<file path="config.mk">
export PLATFORM = sky130hd
export DESIGN_NAME = qvp_ctrl
export DESIGN_NICKNAME = d
export VERILOG_FILES = /design/src/sv/qvp_pkg.sv /design/src/sv/qvp_ctrl.sv
export SDC_FILE = /design/constraint.sdc
export NUM_CORES = 1
export LEC_CHECK = 0
export BUFFER_PORTS_ARGS = -buffer_cell sky130_fd_sc_hd__buf_2
export CORE_AREA = 5 5 42 44
export CTS_BUF_LIST = sky130_fd_sc_hd__clkbuf_2
export DETAILED_ROUTE_END_ITERATION = 7
export DIE_AREA = 0 0 47 49
export PLACE_DENSITY = 0.77
export SYNTH_ARGS = -nofsm -noshare
export SYNTH_HDL_FRONTEND = slang
export SYNTH_SLANG_ARGS = --single-unit
</file>
<file path="constraint.sdc">
create_clock -name i_clk -period 1.68 [get_ports i_clk]
set_input_delay 0.084 -clock i_clk [delete_from_list [all_inputs] [get_ports i_clk]]
set_output_delay 0.084 -clock i_clk [all_outputs]
set_load 0.01 [all_outputs]
</file>
<file path="src/sv/qvp_pkg.sv">
`timescale 1ns / 1ps
// shared types and constants for the quadric vertex placement block
// no dependencies

package qvp_pkg;

    localparam int NORMAL_FRAC_BITS_DEF = 14;
    localparam int AREA_FRAC_BITS       = 16;
    localparam int SOLVE_BITS           = 20;
    localparam int SOLVE_W              = SOLVE_BITS + 1;
    localparam int COF_W                = 2 * SOLVE_W + 1;
    localparam int ACC_W                = 64;
    localparam int NORMAL_W             = 16;
    localparam int AREA_W               = 32;
    localparam int COORD_W              = 32;
    localparam int SHIFT_W              = 6;
    localparam int EXP_W                = 8;
    localparam int DIV_CNT_W            = 7;
    localparam int DIV_BITS             = 64;
    localparam int IN_DATA_W            = 3 * NORMAL_W + AREA_W + 3 * COORD_W;
    localparam int OUT_DATA_W           = 3 * COORD_W;
    localparam logic [31:0] DET_THR_RESET = 32'd1;

    typedef enum logic [4:0] {
        S_IDLE,
        S_MUL,
        S_AREA,
        S_ACC,
        S_BMUL,
        S_BACC,
        S_LOAD,
        S_NORM,
        S_COF,
        S_DETP,
        S_DETS,
        S_CHK,
        S_NUMP,
        S_NUMS,
        S_DIV_INIT,
        S_DIV,
        S_DIV_END,
        S_OUT
    } t_state;

    typedef struct packed {
        logic cap;
        logic mul;
        logic area;
        logic acc;
        logic bmul;
        logic bacc;
        logic load;
        logic norm;
        logic cof;
        logic detp;
        logic dets;
        logic chk;
        logic nump;
        logic nums;
        logic div_init;
        logic div_step;
        logic div_end;
        logic out_wr;
    } t_cmd;

    typedef struct packed {
        logic last;
        logic norm_done;
        logic sing;
        logic div_done;
        logic coord_last;
        logic out_free;
    } t_stat;

endpackage

</file>
<file path="src/sv/qvp_ctrl.sv">
`timescale 1ns / 1ps
// sequencer for accumulation, normalization, solve and division steps
// depends on qvp_pkg

module qvp_ctrl import qvp_pkg::*; (
    input  logic  i_clk,
    input  logic  i_rst_n,
    input  logic  i_in_valid,
    input  t_stat i_stat,
    output logic  o_in_ready,
    output t_cmd  o_cmd
);

    t_state r_state;
    t_state n_state;

    always_ff @(posedge i_clk) begin
        if (!i_rst_n) begin
            r_state <= S_IDLE;
        end else begin
            r_state <= n_state;
        end
    end

    always_comb begin
        n_state = r_state;
        unique case (r_state)
            S_IDLE:     if (i_in_valid) n_state = S_MUL;
            S_MUL:      n_state = S_AREA;
            S_AREA:     n_state = S_ACC;
            S_ACC:      n_state = S_BMUL;
            S_BMUL:     n_state = S_BACC;
            S_BACC:     n_state = i_stat.last ? S_LOAD : S_IDLE;
            S_LOAD:     n_state = S_NORM;
            S_NORM:     if (i_stat.norm_done) n_state = S_COF;
            S_COF:      n_state = S_DETP;
            S_DETP:     n_state = S_DETS;
            S_DETS:     n_state = S_CHK;
            S_CHK:      n_state = i_stat.sing ? S_OUT : S_NUMP;
            S_NUMP:     n_state = S_NUMS;
            S_NUMS:     n_state = S_DIV_INIT;
            S_DIV_INIT: n_state = S_DIV;
            S_DIV:      if (i_stat.div_done) n_state = S_DIV_END;
            S_DIV_END:  n_state = i_stat.coord_last ? S_OUT : S_DIV_INIT;
            S_OUT:      if (i_stat.out_free) n_state = S_IDLE;
            default:    n_state = S_IDLE;
        endcase
    end

    always_comb begin
        o_cmd      = '0;
        o_in_ready = 1'b0;
        unique case (r_state)
            S_IDLE: begin
                o_in_ready = 1'b1;
                o_cmd.cap  = i_in_valid;
            end
            S_MUL:      o_cmd.mul      = 1'b1;
            S_AREA:     o_cmd.area     = 1'b1;
            S_ACC:      o_cmd.acc      = 1'b1;
            S_BMUL:     o_cmd.bmul     = 1'b1;
            S_BACC:     o_cmd.bacc     = 1'b1;
            S_LOAD:     o_cmd.load     = 1'b1;
            S_NORM:     o_cmd.norm     = 1'b1;
            S_COF:      o_cmd.cof      = 1'b1;
            S_DETP:     o_cmd.detp     = 1'b1;
            S_DETS:     o_cmd.dets     = 1'b1;
            S_CHK:      o_cmd.chk      = 1'b1;
            S_NUMP:     o_cmd.nump     = 1'b1;
            S_NUMS:     o_cmd.nums     = 1'b1;
            S_DIV_INIT: o_cmd.div_init = 1'b1;
            S_DIV:      o_cmd.div_step = 1'b1;
            S_DIV_END:  o_cmd.div_end  = 1'b1;
            S_OUT:      o_cmd.out_wr   = 1'b1;
            default:    o_cmd          = '0;
        endcase
    end

endmodule

</file>
==> summary.txt, run 1 <==
Outcome
  – Run status: finished, final reports clean

Detailed routing
  – DRC Markers: 0
  – Avg WL per Cell: 13.82 um
  – Vias: 667
  – Routed vias/inst: 5.653
  – DRT Pass-1 Iters: 6
  – ANT nets after route: 0
  – DR iter-0 viols: 20
  – Final wirelength: 1631 um

Logic synthesis
  – Yosys warns: 0
  – Seq/Total Area, Yosys: 16.84%
  – Post-Synthesis Cells: 72
  – Most common flop cell mapped by yosys: dfxtp_1
  – Syn_nets: 81
  – Largest cells by area after synthesis: dfxtp_1 17%, nor2_1 11%, buf_6 5.7%
  – Distinct cell type count after synthesis: 35
  – Synthesized cell area: 594.3 um^2
  – Post-synth ARST share: 0%
  – Top-area cell type share of the netlist area: 16.84%
  – Register bit count reported by yosys: 5
  – Post-synth EDFFs: 0
  – Area leader, netlist: dfxtp_1
  – Syn Area/Cell: 8.254 um^2

STA
  – Pins Over Slew Limit: 0
  – Total negative slack: 0 ps
  – Final period utilization: 95.23%
  – Fin crit period: 1600 ps
  – Final setup vio count: 0
  – Setup Skew: 2.971 ps
  – Final hold violation count: 0
  – Worst Max-Slew Pin Slew: 407.5 ps
  – RSZ-0062 raised after global routing: no
  – Max_slew headroom: 72.69%
  – Max Clk Rate: 0.6251 GHz

Worst setup path
  – CP Cell Sequence: buf_4, or3b_2, nor2_1, buf_2
  – Crit Path Category: register to output pin
  – Crit path buf inv count: 2
  – Reg-to-reg startpoint: r_state[1]
  – CP Data Required Time: 1600 ps
  – Cell family with most CP delay: simple AND/OR/NAND/NOR gates
  – Startpoint class of the critical path: register
  – Critical path endpoint category: output pin
  – Reg-to-Reg End: r_state[0]
  – CP Data Arrival Time: 1520 ps
  – Setup crit start: r_state[4]
  – Slowest cell on crit path: or3b_2
  – Reg2Reg Depth: 4
  – Crit path to: o_cmd[10]
  – Worst R2R Setup Slack: 110 ps
  – Worst path depth: 4
  – Worst-path fanout max: 7
  – Slowest stage delay, CP: 540 ps

Global route
  – Vias in the first global route: 601
  – Global route overflow: 0
  – Pin count of the biggest net entering global routing: 11
  – Antenna violations before repair: 0
  – GRT Util Overall: 14.61%
  – First-pass GRT wire length: 2532 um

Pwr
  – Sw Ratio: 51.52%
  – Clk pwr share: 8.9%
  – Max VDD drop: 889.4 uV
  – Leak: 0.3436 nW
  – Pwr Density: 1738 nW/um^2
  – Combinational Power Share: 71.3%
  – P_sw: 0.6766 mW
  – Internal: 0.6366 mW
  – Total power: 1.313 mW
  – Flop pwr share: 19.8%

Placed design
  – Post-DP HPWL: 1286 um
  – GP Congestion: 0.9485
  – Port Buf Inserts: 27

Clock network
  – TritonCTS clock tree: done
  – Clk pin slew, worst setup/hold paths: 60 ps
  – Clock Path Buffers: 2
  – CTS root buffer: clkbuf_2
  – Total CTS buffers: 3
  – Clock Latency Late Sink: 230 ps
  – Clk sinks: 5
  – H-tree levels: 1
  – Hold_buf cts: 0

Floorplan
  – DIE WIDTH: 47 um
  – DIE AREA: 2303 um^2
  – Std-Cell Core Area: 1401 um^2
  – Initial core utilization: 42.41%
  – Cell Rows: 14
  – Io pins: 28
  – Die H: 49 um

Finish
  – Nets: 112
  – Regs by FF count: r_state: 5 flops
  – ANT cells: 0
  – Largest register FFs: 5
  – Share of layout cells above drive strength 1: 54.90%
  – Largest Register: r_state
  – Synth-to-layout area growth: 27.16%

Hold path
  – Worst Hold Class: input pin to register

Flow run
  – MaxCap Viol Count: 0
==> tightest hold or removal path, delay by kind of cell <==
| kind | cells | cell delay (ps) |
|---|---|---|
| compound gates | 1 | 30 |
| buf+inv | 2 | 180 |
==> repair_timing <==
item / 4_1_cts / 5_1_grt
endpoints found under the setup margin: 0 / 14
resized for setup: 0 / 3
buffers inserted: 0 / 1
==> cell type report <==
class / instances / area [um^2]
Fill cell: 143 / 645.6
Multi-Input combinational cell: 58 / 432.9
Timing Repair Buffer: 31 / 165.2
Sequential cell: 5 / 102.6
Clock buffer: 4 / 20.02
Tap cell: 16 / 20.02
Inverter: 4 / 15.01
==> power groups by stage <==
stage          registers [mW]  clock network [mW]  logic, mW
6_report                0.260               0.117      0.936
3_3_place_gp            0.251                   0      0.912
3_5_place_dp            0.252                   0      0.922
5_1_grt                 0.272               0.129       1.00
4_1_cts                 0.251               0.117      0.926
2_1_floorplan           0.211                   0      0.808
==> cell usage after synthesis, drive strengths merged, types with 2 or more instances <==
cell / count
nor3: 4
dfxtp: 5
a21oi: 3
a31oi: 3
buf: 5
nand2b: 2
or2: 4
nand3b: 2
or3b: 2
a311oi: 2
or3: 3
nor2: 19
inv: 4
==> layer usage <==
| metal | routed length (um) | part of all wire [%] | GRT usage [%] | vias to the layer above |
|---|---|---|---|---|
| met1 | 698 | 43 | 19.47 | 310 |
| met4 | 14 | 0.86 | 4.147 | 0 |
| met3 | 168 | 10 | 4.428 | 6 |
| met2 | 750 | 46 | 22.17 | 35 |
| met5 | 0 | 0 | 0 | - |
| li1 | - | - | - | 316 |
==> logic make-up after synthesis <==
group,share of synthesized area [%]
simple gates,42.95
mux,1.895
compound gates,28.00
flops,16.84
buf+inv,10.31
==> through the flow <==
step / area (um^2) / std cells / worst slack [ps] / hold WS [ps] / util (%)
after detailed placement: 725.7 / 113 / 75.95 / 360.6 / 51.79
final: 755.7 / 118 / 80.18 / 113.3 / 53.93
after CTS: 745.7 / 117 / 31.56 / 122.1 / 53.21
after global placement: 725.7 / 113 / 122.1 / 363.9 / 51.79
after floorplan: 594.3 / 72 / 226.0 / 211.5 / -
after global routing: 755.7 / 118 / 13.98 / 123.5 / 53.93
==> cell usage in the layout, fill, tap and decap left out, drive strengths merged <==
cell type	count
or3b	2
mux2	1
or2	4
nor2	19
nand3b	2
o21bai	1
a211o	1
clkbuf	4
nand3	1
a21o	1
a211oi	1
o21ai	1
a311oi	2
o31a	1
and2	1
nor4	1
o2bb2a	1
nor3	4
dfxtp	5
o31ai	1
o32ai	1
a31oi	3
or3	3
nand2	1
inv	4
a21oi	3
nand2b	2
buf	31
==> worst min path at each step <==
stage                     startpoint         end  slack [ps]  depth (start not counted)
after floorplan              i_rst_n  r_state[3]         210                          2
after detailed placement     i_rst_n  r_state[3]         360                          3
after CTS                    i_rst_n  r_state[3]         120                          3
final                        i_rst_n  r_state[3]         110                          3
after global routing         i_rst_n  r_state[3]         120                          3
after global placement       i_rst_n  r_state[3]         360                          3
(Power assumes the default switching activity.)
==> run 2: changes to the inputs <==
- ABC_AREA: unset -> 1
==> summary.txt, run 2 <==
Floorplan
  – Std-Cell Core Area: 1401 um^2 (unchanged)
  – Cell Rows: 14 (unchanged)
  – DIE WIDTH: 47 um (unchanged)
  – Io pins: 28 (unchanged)
  – Die H: 49 um (unchanged)
  – DIE AREA: 2303 um^2 (unchanged)
  – Initial core utilization: 42.14% (was 42.41%)

Finish
  – Share of layout cells above drive strength 1: 23.13% (was 54.90%)
  – Non-Filler Instances: 163 (was 118)
  – Largest Register: r_state (unchanged)
  – Commonest non-fill, non-tap cell in the layout: nor2_1 (was buf_2)
  – Fillers: 157 (was 143)
  – Nets: 157 (was 112)
  – Most frequent cells in the layout: 30 x nor2_1, 28 x inv_1, 27 x buf_2, 22 x nand2_1, 14 x nand3_1 (was 27 x buf_2, 18 x nor2_1)
  – Synth-to-layout area growth: 25.85% (was 27.16%)
  – Regs by FF count: r_state: 5 flops (unchanged)
  – ANT cells: 0 (unchanged)
  – Largest register FFs: 5 (unchanged)

Detailed routing
  – Vias: 829 (was 667)
  – ANT nets after route: 0 (unchanged)
  – Routed vias/inst: 5.086 (was 5.653)
  – Final wirelength: 1678 um (was 1631 um)
  – DRC Markers: 0 (unchanged)
  – DR iter-0 viols: 30 (was 20)
  – DRT Pass-1 Iters: 4 (was 6)
  – Avg WL per Cell: 10.29 um (was 13.82 um)

Clock network
  – Clock Latency Late Sink: 210 ps (was 230 ps)
  – TritonCTS clock tree: done (unchanged)
  – H-tree levels: 1 (unchanged)
  – CTS root buffer: clkbuf_2 (unchanged)
  – Total CTS buffers: 3 (unchanged)
  – Clk pin slew, worst setup/hold paths: 60 ps (about the same)
  – Clk sinks: 5 (unchanged)
  – Post-CTS Setup Bufs: 0 (unchanged)
  – Hold_buf cts: 0 (unchanged)
  – Clock Path Buffers: 2 (unchanged)

STA
  – Hold Slack: 111.4 ps (was 113.3 ps)
  – Fin crit period: 1579 ps (was 1600 ps)
  – Max Clk Rate: 0.6334 GHz (was 0.6251 GHz)
  – Max_slew headroom: 72.30% (was 72.69%)
  – Worst Max-Slew Pin Slew: 413.9 ps (was 407.5 ps)
  – RSZ-0062 raised after global routing: no (unchanged)
  – Setup Skew: 2.954 ps (was 2.971 ps)
  – Total negative slack: 0 ps (unchanged)
  – Final period utilization: 93.98% (was 95.23%)
  – Final setup vio count: 0 (unchanged)
  – Pins Over Slew Limit: 0 (unchanged)
  – Final hold violation count: 0 (unchanged)

Worst setup path
  – Critical path endpoint category: output pin (unchanged)
  – Worst-path fanout max: 5 (was 7)
  – CP Data Arrival Time: 1490 ps (was 1520 ps)
  – Startpoint class of the critical path: register (unchanged)
  – Crit Path Category: register to output pin (unchanged)
  – CP Data Required Time: 1600 ps (about the same)

Logic synthesis
  – Post-synth EDFFs: 0 (unchanged)
  – Yosys warns: 0 (unchanged)
  – Syn_nets: 127 (was 81)
  – Register bit count reported by yosys: 5 (unchanged)
  – Most common cell in the netlist: nor2_1 (unchanged)
  – Post-Synthesis Cells: 118 (was 72)
  – Seq/Total Area, Yosys: 16.95% (was 16.84%)
  – Post-synth ARST share: 0% (unchanged)
  – Distinct cell type count after synthesis: 14 (was 35)
  – Area leader, netlist: nor2_1 (was dfxtp_1)
  – Top-area cell type share of the netlist area: 19.07% (was 16.84%)
  – Post-synth top cells: 30 x nor2_1, 29 x inv_1, 22 x nand2_1, 14 x nand3_1 (was 18 x nor2_1, 5 x dfxtp_1, 4 x inv_1)
  – Syn Area/Cell: 5.005 um^2 (was 8.254 um^2)
  – Most common flop cell mapped by yosys: dfxtp_1 (unchanged)
  – Largest cells by area after synthesis: nor2_1 19%, inv_1 18%, dfxtp_1 17% (was dfxtp_1 17%, nor2_1 11%, buf_6 5.7%)
  – Synthesized cell area: 590.6 um^2 (was 594.3 um^2)

Placed design
  – Port Buf Inserts: 27 (unchanged)
  – GP Congestion: 0.9055 (was 0.9485)
  – Post-DP HPWL: 1442 um (was 1286 um)
  – Placed cells: 159 (was 113)

Global route
  – Vias in the first global route: 632 (was 601)
  – Global route overflow: 0 (unchanged)
  – Antenna violations before repair: 0 (unchanged)
  – GRT Util Overall: 14.94% (was 14.61%)
  – First-pass GRT wire length: 2656 um (was 2532 um)
  – Pin count of the biggest net entering global routing: 13 (was 11)

Pwr
  – Pwr Density: 1312 nW/um^2 (was 1738 nW/um^2)
  – Leak: 0.5285 nW (was 0.3436 nW)
  – Max VDD drop: 657.5 uV (was 889.4 uV)
  – Total power: 0.9750 mW (was 1.313 mW)

Flow run
  – MaxCap Viol Count: 0 (unchanged)

Outcome
  – Run status: finished, final reports clean (unchanged)

Hold path
  – Worst Hold Class: input pin to register (unchanged)
==> run 2: path summary, 6_finish.rpt <==
kind	from	slack, ps	cells after the start	endpoint
worst max register to register	r_state[4]	250	9	r_state[3]
worst max-delay path	r_state[0]	100	5	o_cmd[12]
worst min-delay path	i_rst_n	110	3	r_state[1]
worst min register to register	r_state[3]	670	4	r_state[3]
==> run 2: metal layers <==
layer  up-vias  wire [um]  track usage, %
li1        418          -               -
met1       368        662           19.60
met2        41        855           24.43
met3         2        153           3.321
met4         0          6           2.765
met5         -          0               0
==> run 2: repair_timing <==
item                       CTS  global route
hold endpoints to repair     0             0
resized for setup            0             2
setup endpoints to repair    0             6
==> run 2: cells by family (layout without fill, tap and decap cells) <==
| group | count (synthesis) | in the layout | synth area share (%) |
|---|---|---|---|
| AOI/OAI and AO/OA | 7 | 7 | 5.932 |
| DFF | 5 | 5 | 16.95 |
| buffers and inverters | 31 | 60 | 22.67 |
| and+or+nand+nor | 75 | 75 | 54.45 |
==> run 2: worst max-delay path, stage by stage (launching register included) <==
cell     delay [ps]
dfxtp_1         410
inv_1            80
nor2_1          260
inv_1           150
nor3_1          220
buf_2           170
==> run 2: power breakdown <==
part | total, mW | switching, mW | internal (mW)
logic | 0.638 | 0.419 | 0.218
clock network | 0.110 | 0.0471 | 0.0630
registers | 0.227 | 0.0681 | 0.159
total | 0.975 | 0.534 | 0.441
==> run 2: per-stage QoR <==
stage | instance area (um^2) | utilization, % | setup WS, ps
6_report | 743.2 | 53.04 | 101.1
5_1_grt | 743.2 | 53.04 | 8.296
4_1_cts | 740.7 | 52.86 | 84.76
3_5_place_dp | 720.7 | 51.43 | 158.1
3_3_place_gp | 720.7 | 51.43 | 244.8
2_1_floorplan | 590.6 | - | 454.9
==> run 2: final cells by class <==
| class | instances | area, um^2 | share of cell area (%) |
|---|---|---|---|
| clock buffer | 4 | 20.02 | 2.694 |
| inverter | 29 | 111.4 | 14.98 |
| multi-input combinational | 82 | 356.6 | 47.98 |
| sequential | 5 | 100.1 | 13.47 |
| tap | 16 | 20.02 | 2.694 |
| timing repair buffer | 27 | 135.1 | 18.18 |
